## config.mk

```make
export PLATFORM = sky130hd
export DESIGN_NAME = dual_mwc_random_generator_unit_flat
export DESIGN_NICKNAME = d
export VERILOG_FILES = /design/src/hw/rtl/dmwc_pkg.sv /design/src/hw/rtl/dmwc_if.sv /design/src/hw/rtl/dual_mwc_random_generator_unit.sv /design/src/flat_wrapper.sv
export SDC_FILE = /design/constraint.sdc
export NUM_CORES = 1
export LEC_CHECK = 0
export CORE_MARGIN = 2
export CORE_UTILIZATION = 45
export CTS_CLUSTER_DIAMETER = 40
export CTS_CLUSTER_SIZE = 10
export DETAILED_ROUTE_END_ITERATION = 8
export DONT_BUFFER_PORTS = 1
export PLACE_DENSITY = 0.68
export SLEW_MARGIN = 20
export SYNTH_ARGS = -nofsm -noshare
export SYNTH_HDL_FRONTEND = slang
export SYNTH_SLANG_ARGS = --single-unit
```

## constraint.sdc

```tcl
create_clock -name clock -period 7.9 [get_ports clock]
set_clock_uncertainty 0.15 [all_clocks]
set_input_delay 1.58 -clock clock [delete_from_list [all_inputs] [get_ports clock]]
set_output_delay 1.58 -clock clock [all_outputs]
set_load 0.01 [all_outputs]
```

## src/hw/rtl/dmwc_pkg.sv

```systemverilog
// Shared types, codes and constants of the dual multiply-with-carry generator.
package dmwc_pkg;

   typedef logic [1:0]  cmd_type;
   typedef logic [15:0] half_type;
   typedef logic [31:0] word_type;

   localparam cmd_type CMD_RESEED = 2'd0;
   localparam cmd_type CMD_RAW    = 2'd1;
   localparam cmd_type CMD_RANGE  = 2'd2;

   localparam word_type SEED_LOW_BASE  = 32'hFACE1234;
   localparam word_type SEED_HIGH_BASE = 32'hBABEACED;
   localparam half_type MUL_HIGH       = 16'd36969;
   localparam half_type MUL_LOW        = 16'd18000;

   typedef enum logic [6:0] {
      ST_IDLE  = 7'b0000001,
      ST_HIGH  = 7'b0000010,
      ST_LOW   = 7'b0000100,
      ST_WORD  = 7'b0001000,
      ST_RANGE = 7'b0010000,
      ST_SCALE = 7'b0100000,
      ST_PUSH  = 7'b1000000
   } state_type;

   function automatic half_type byte_swap(input half_type s);
      byte_swap = {s[7:0], s[15:8]};
   endfunction

endpackage

```

## src/hw/rtl/dmwc_if.sv

```systemverilog
// Handshake channel interfaces: command request, result response and seed write.
interface dmwc_req_if;
   logic               valid;
   logic               ready;
   dmwc_pkg::cmd_type  cmd;
   dmwc_pkg::half_type range_limit;

   modport source (output valid, output cmd, output range_limit, input ready);
   modport sink   (input valid, input cmd, input range_limit, output ready);
endinterface

interface dmwc_rsp_if;
   logic               valid;
   logic               ready;
   dmwc_pkg::word_type value;

   modport source (output valid, output value, input ready);
   modport sink   (input valid, input value, output ready);
endinterface

interface dmwc_csr_if;
   logic               valid;
   logic               ready;
   dmwc_pkg::half_type seed_word;

   modport source (output valid, output seed_word, input ready);
   modport sink   (input valid, input seed_word, output ready);
endinterface

```

## src/hw/rtl/dual_mwc_random_generator_unit.sv

```systemverilog
// Top level: dual multiply-with-carry generator on one shared 16x16 multiplier.
//
//  channel   dir  payload                 role
//  req_chan  in   cmd[1:0], range_limit   reseed / raw draw / ranged draw
//  rsp_chan  out  value[31:0]             draw result (none for reseed)
//  csr_chan  in   seed_word[15:0]         seed register write, always ready
//
// A raw draw runs HIGH, LOW, WORD, PUSH; a ranged draw adds RANGE and SCALE:
// the single multiplier runs high step, low step and the range scale in turn.
// Reseed and the unused command give no result; only IDLE takes a request.
// Synchronous active-high reset loads the states as a reseed with seed zero.
// A result waits in the output register; a draw finishing behind it holds.
module dual_mwc_random_generator_unit (
   input  logic             clock,
   input  logic             reset,
   dmwc_req_if.sink         req_chan,
   dmwc_rsp_if.source       rsp_chan,
   dmwc_csr_if.sink         csr_chan
);
   import dmwc_pkg::*;

   state_type state_ff, state_in;
   word_type  gen_high_ff, gen_high_in;
   word_type  gen_low_ff, gen_low_in;
   half_type  seed_ff, seed_in;
   cmd_type   cmd_ff, cmd_in;
   half_type  range_ff, range_in;
   word_type  prod_ff, prod_in;
   half_type  fold_ff, fold_in;
   word_type  res_ff, res_in;
   logic      rsp_valid_ff, rsp_valid_in;
   word_type  rsp_value_ff, rsp_value_in;

   half_type  mul_a, mul_b;
   word_type  draw_word;
   logic      req_xfer;

   assign req_chan.ready = (state_ff == ST_IDLE);
   assign req_xfer       = req_chan.valid && req_chan.ready;
   assign csr_chan.ready = 1'b1;
   assign rsp_chan.valid = rsp_valid_ff;
   assign rsp_chan.value = rsp_value_ff;

   always_comb begin
      case (state_ff)
         ST_HIGH: begin
            mul_a = gen_high_ff[15:0];
            mul_b = MUL_HIGH;
         end
         ST_LOW: begin
            mul_a = gen_low_ff[15:0];
            mul_b = MUL_LOW;
         end
         default: begin
            mul_a = fold_ff;
            mul_b = range_ff;
         end
      endcase
   end

   assign draw_word = {gen_high_ff[15:0], 16'd0} + gen_low_in;

   always_comb begin
      state_in     = state_ff;
      gen_high_in  = gen_high_ff;
      gen_low_in   = gen_low_ff;
      seed_in      = seed_ff;
      cmd_in       = cmd_ff;
      range_in     = range_ff;
      prod_in      = word_type'(mul_a) * word_type'(mul_b);
      fold_in      = fold_ff;
      res_in       = res_ff;
      rsp_valid_in = rsp_valid_ff;
      rsp_value_in = rsp_value_ff;

      if (csr_chan.valid) begin
         seed_in = csr_chan.seed_word;
      end
      if (rsp_valid_ff && rsp_chan.ready) begin
         rsp_valid_in = 1'b0;
      end

      case (state_ff)
         ST_IDLE: begin
            if (req_xfer) begin
               cmd_in   = req_chan.cmd;
               range_in = req_chan.range_limit;
               case (req_chan.cmd)
                  CMD_RESEED: begin
                     gen_low_in  = SEED_LOW_BASE ^ {16'd0, seed_ff};
                     gen_high_in = SEED_HIGH_BASE ^ {16'd0, byte_swap(seed_ff)};
                  end
                  CMD_RAW, CMD_RANGE: state_in = ST_HIGH;
                  default: state_in = ST_IDLE;
               endcase
            end
         end
         ST_HIGH: state_in = ST_LOW;
         ST_LOW: begin
            gen_high_in = prod_ff + {16'd0, gen_high_ff[31:16]};
            state_in    = ST_WORD;
         end
         ST_WORD: begin
            gen_low_in = prod_ff + {16'd0, gen_low_ff[31:16]};
            res_in     = draw_word;
            fold_in    = draw_word[31:16] ^ draw_word[15:0];
            state_in   = (cmd_ff == CMD_RANGE) ? ST_RANGE : ST_PUSH;
         end
         ST_RANGE: state_in = ST_SCALE;
         ST_SCALE: begin
            res_in   = {16'd0, prod_ff[31:16]};
            state_in = ST_PUSH;
         end
         ST_PUSH: begin
            if (!rsp_valid_ff || rsp_chan.ready) begin
               rsp_valid_in = 1'b1;
               rsp_value_in = res_ff;
               state_in     = ST_IDLE;
            end
         end
         default: state_in = ST_IDLE;
      endcase
   end

   always_ff @(posedge clock) begin
      if (reset) begin
         state_ff     <= ST_IDLE;
         gen_high_ff  <= SEED_HIGH_BASE;
         gen_low_ff   <= SEED_LOW_BASE;
         seed_ff      <= '0;
         rsp_valid_ff <= 1'b0;
      end else begin
         state_ff     <= state_in;
         gen_high_ff  <= gen_high_in;
         gen_low_ff   <= gen_low_in;
         seed_ff      <= seed_in;
         rsp_valid_ff <= rsp_valid_in;
      end
   end

   always_ff @(posedge clock) begin
      cmd_ff       <= cmd_in;
      range_ff     <= range_in;
      prod_ff      <= prod_in;
      fold_ff      <= fold_in;
      res_ff       <= res_in;
      rsp_value_ff <= rsp_value_in;
   end

endmodule

```

## src/flat_wrapper.sv

```systemverilog
// flat-port wrapper written by rule: the top's interface ports become plain ports
module dual_mwc_random_generator_unit_flat import dmwc_pkg::*;
  (clock, reset, req_chan_valid, req_chan_cmd, req_chan_range_limit, req_chan_ready, rsp_chan_valid, rsp_chan_value, rsp_chan_ready, csr_chan_valid, csr_chan_seed_word, csr_chan_ready);
  dmwc_req_if req_chan_i ();
  dmwc_rsp_if rsp_chan_i ();
  dmwc_csr_if csr_chan_i ();
  input  logic clock;
  input  logic reset;
  input wire logic [$bits(req_chan_i.valid)-1:0] req_chan_valid;
  input wire logic [$bits(req_chan_i.cmd)-1:0] req_chan_cmd;
  input wire logic [$bits(req_chan_i.range_limit)-1:0] req_chan_range_limit;
  output wire logic [$bits(req_chan_i.ready)-1:0] req_chan_ready;
  output wire logic [$bits(rsp_chan_i.valid)-1:0] rsp_chan_valid;
  output wire logic [$bits(rsp_chan_i.value)-1:0] rsp_chan_value;
  input wire logic [$bits(rsp_chan_i.ready)-1:0] rsp_chan_ready;
  input wire logic [$bits(csr_chan_i.valid)-1:0] csr_chan_valid;
  input wire logic [$bits(csr_chan_i.seed_word)-1:0] csr_chan_seed_word;
  output wire logic [$bits(csr_chan_i.ready)-1:0] csr_chan_ready;
  assign req_chan_i.valid = req_chan_valid;
  assign req_chan_i.cmd = req_chan_cmd;
  assign req_chan_i.range_limit = req_chan_range_limit;
  assign req_chan_ready = req_chan_i.ready;
  assign rsp_chan_valid = rsp_chan_i.valid;
  assign rsp_chan_value = rsp_chan_i.value;
  assign rsp_chan_i.ready = rsp_chan_ready;
  assign csr_chan_i.valid = csr_chan_valid;
  assign csr_chan_i.seed_word = csr_chan_seed_word;
  assign csr_chan_ready = csr_chan_i.ready;
  dual_mwc_random_generator_unit u_core (.clock(clock), .reset(reset), .req_chan(req_chan_i), .rsp_chan(rsp_chan_i), .csr_chan(csr_chan_i));
endmodule
```

==> results.toml <==
[synth]
synth-edff-count = 98
synth_area_leader_cell = "fa_1"
ys_seq_area_share_pct = 28.1
syn-num-nets = 2434
yosys_warnings = 0
syn_area_mm2 = 0.0190
async_reset_ff_share_pct = 0
ys_top_cells_by_area = "fa_1, edfxtp_1, dfxtp_1"
syn_inst = 2046
ys.flop_type = "dfxtp_1"
synth.avg_cell_area_um2 = 9.28
synth_top_area_share_pct = 20.8
ys_ff_latch = 218
synthDistinctLibCells = 75

[critical_path]
rr_startpoint = "u_core.state_ff[4]"
cp_slowest_cell = "a21oi_1"
slowest_delay_ns = 0.96
worst_ep_arrival_time_ns = 7.90
cp_max_fo = 16
cp_top_family = "adder cells"
path_buf_inv = 3
reg2reg_slack_ns = 0.31
start_kind = "flop"
crit_type = "reg2reg"
r2r_end = "u_core.prod_ff[30]"
reg2reg_depth = 22
end_kind = "flop"
required_ns = 8.22
crit_top_cell = "fa_1"
path_cells = "nor3_2 > nor3b_4 > buf_4 > and3b_2 > a21oi_1 > nor2_1 > fa_1 > fa_1 > fa_1 > fa_1 > fa_1 > inv_1 > fa_1 > inv_1 > ha_1 > nand3_1 > a21oi_1 > o31a_1 > a211o_1 > a31oi_2 > a311oi_1 > xor2_1"

[timing]
drv_slew = 0
finalHoldViolCount = 0
setup_viol = 0
fmax_mhz = 132
period_needed_ns = 7.59
worst_pin_slew_ns = 1.18
relSlewSlack_pct = 21.3
finalCritPeriodShare_pct = 96.1

[clock_network]
cts-buffers-inserted = 37
clkTransAtPathRegs_ns = 0.05
cts_tree = "done"
clk_latency_ns = 0.55
cts_max_path_buffers = 3
htreeDepth = 2
cts_root_buf = "clkbuf_16"
cts.sinks = 218

[placement]
dp_hpwl_um = 47500
dpl-instance-area_mm2 = 0.0197
gp_congestion = 1.01
io_buffers = 0

[detailed_routing]
routed_via_density = 5.82
first_pass_iters = 6
drcViolationCount = 0
wl_per_cell_um = 22.7
dr_total_vias = 15300
drt-total-wl_um = 59500
dr.first_iter.drc_count = 1387
ant_nets = 0

[hold_path]
holdPathStages = 0
min-delay-start = "u_core.res_ff[2]"
min_to = "u_core.rsp_chan.value[2]"
worstHoldPathType = "reg2reg"

[grt]
grt_usage_pct = 27.5
grt_overflow = 0
grt_pass1_wl_um = 90500
grt_max_degree = 70
antenna_found_initial = 1
grt_pass1_vias = 15100

[floorplan]
io_pins = 74
die_area_mm2 = 0.0439
rows = 75
core_mm2 = 0.0418
dieWidth_um = 209
fp.dieH_um = 209
initial_utilization_pct = 45.5

[cells_and_area]
diodes = 0
nets = 2442
syn_to_final_growth_pct = 10.7
layout_common_cells = "inv_1, nor2_1, nand2_1"
drive_gt1_share_pct = 7.92
final_util_pct = 50.3
finish.instance_area_mm2 = 0.0210
final_common_cell = "inv_1"

[run]
drv_cap = 0

[outcome]
status = "completed"
==> layout make-up <==
type                    instances  area, um2
flip-flops and latches        218       5350
well taps                     539        674
repair buffers                 55        425
inverters                     254        953
multi-input cells            1488      12400
fillers                      3805      20700
clock buffers                  51       1020
clock inverters                17        201
==> through the flow <==
stage,hold slack (ns),TNS [ns],cells,worst slack [ns]
3_3_place_gp,0.254,0,2552,0.369
4_1_cts,0.266,0,2620,0.192
2_1_floorplan,0.250,0,2046,0.925
6_report,0.265,0,2622,0.311
5_1_grt,0.269,-0.000551,2622,-0.000551
3_5_place_dp,0.255,0,2552,0.224
==> kinds of logic (layout without fill, tap and decap cells) <==
kind of cell               after synthesis  in the layout  synth area share, %
other                                    1              1               0.0197
buffers and inverters                  341            377                 6.95
DFF                                    218            218                 28.1
AOI/OAI and AO/OA                      321            321                 11.8
adders and majority gates              349            349                 30.8
muxes                                   22             22                 1.17
and+or+nand+nor                        688            689                 16.2
xor gates and xnor gates               106            106                 4.89
==> state kept, by name, summed over array words and instances (netlist names) <==
register and count:
u_core.range_ff 16, u_core.seed_ff 16, u_core.rsp_chan.valid 1, u_core.rsp_chan.value 32
u_core.cmd_ff 2, u_core.gen_high_ff 32, u_core.res_ff 32, u_core.prod_ff 32
u_core.fold_ff 16, u_core.state_ff 7, u_core.gen_low_ff 32
==> metal layers <==
layer  track usage (%)  up-vias  wire length, um
met5                 0        -               13
met4              13.1        2             3030
met3              5.58      161             5740
met2              41.1      757            25700
met1              38.3     7493            25000
li1                  -     6840                -
==> cell usage after synthesis, types with 16 or more instances <==
cell and count:
nor2b_1 16, clkbuf_1 63, and3_1 39, edfxtp_1 98, ha_1 152, xnor2_1 62
a21oi_1 87, nand3_1 29, nand2b_1 17, inv_1 253, a21o_1 23, nor3_1 16
o21ai_0 42, dfxtp_1 120, nand2_1 245, mux2i_1 21, fa_1 197, a211oi_1 17
xor2_1 44, a221o_1 18, nor2_1 251
==> worst max path at each step <==
stage / from / endpoint / slack [ns] / depth (start not counted)
final: u_core.state_ff[4] / u_core.prod_ff[30] / 0.31 / 22
after global routing: u_core.state_ff[4] / u_core.prod_ff[30] / -0.0006 / 25
after CTS: u_core.state_ff[4] / u_core.prod_ff[26] / 0.19 / 25
after detailed placement: u_core.state_ff[4] / u_core.prod_ff[26] / 0.22 / 23
after global placement: u_core.state_ff[4] / u_core.prod_ff[26] / 0.37 / 23
after floorplan: u_core.state_ff[4] / u_core.prod_ff[26] / 0.93 / 27
==> what timing repair did <==
item,in CTS,in global routing
setup buffers,0,1
resized for setup,0,14
setup endpoints to repair,0,10
hold buffers,0,0
Power is left out: the tool's default activity adds up to more than one toggle a clock period on the data nets, which glitch-free logic cannot reach.
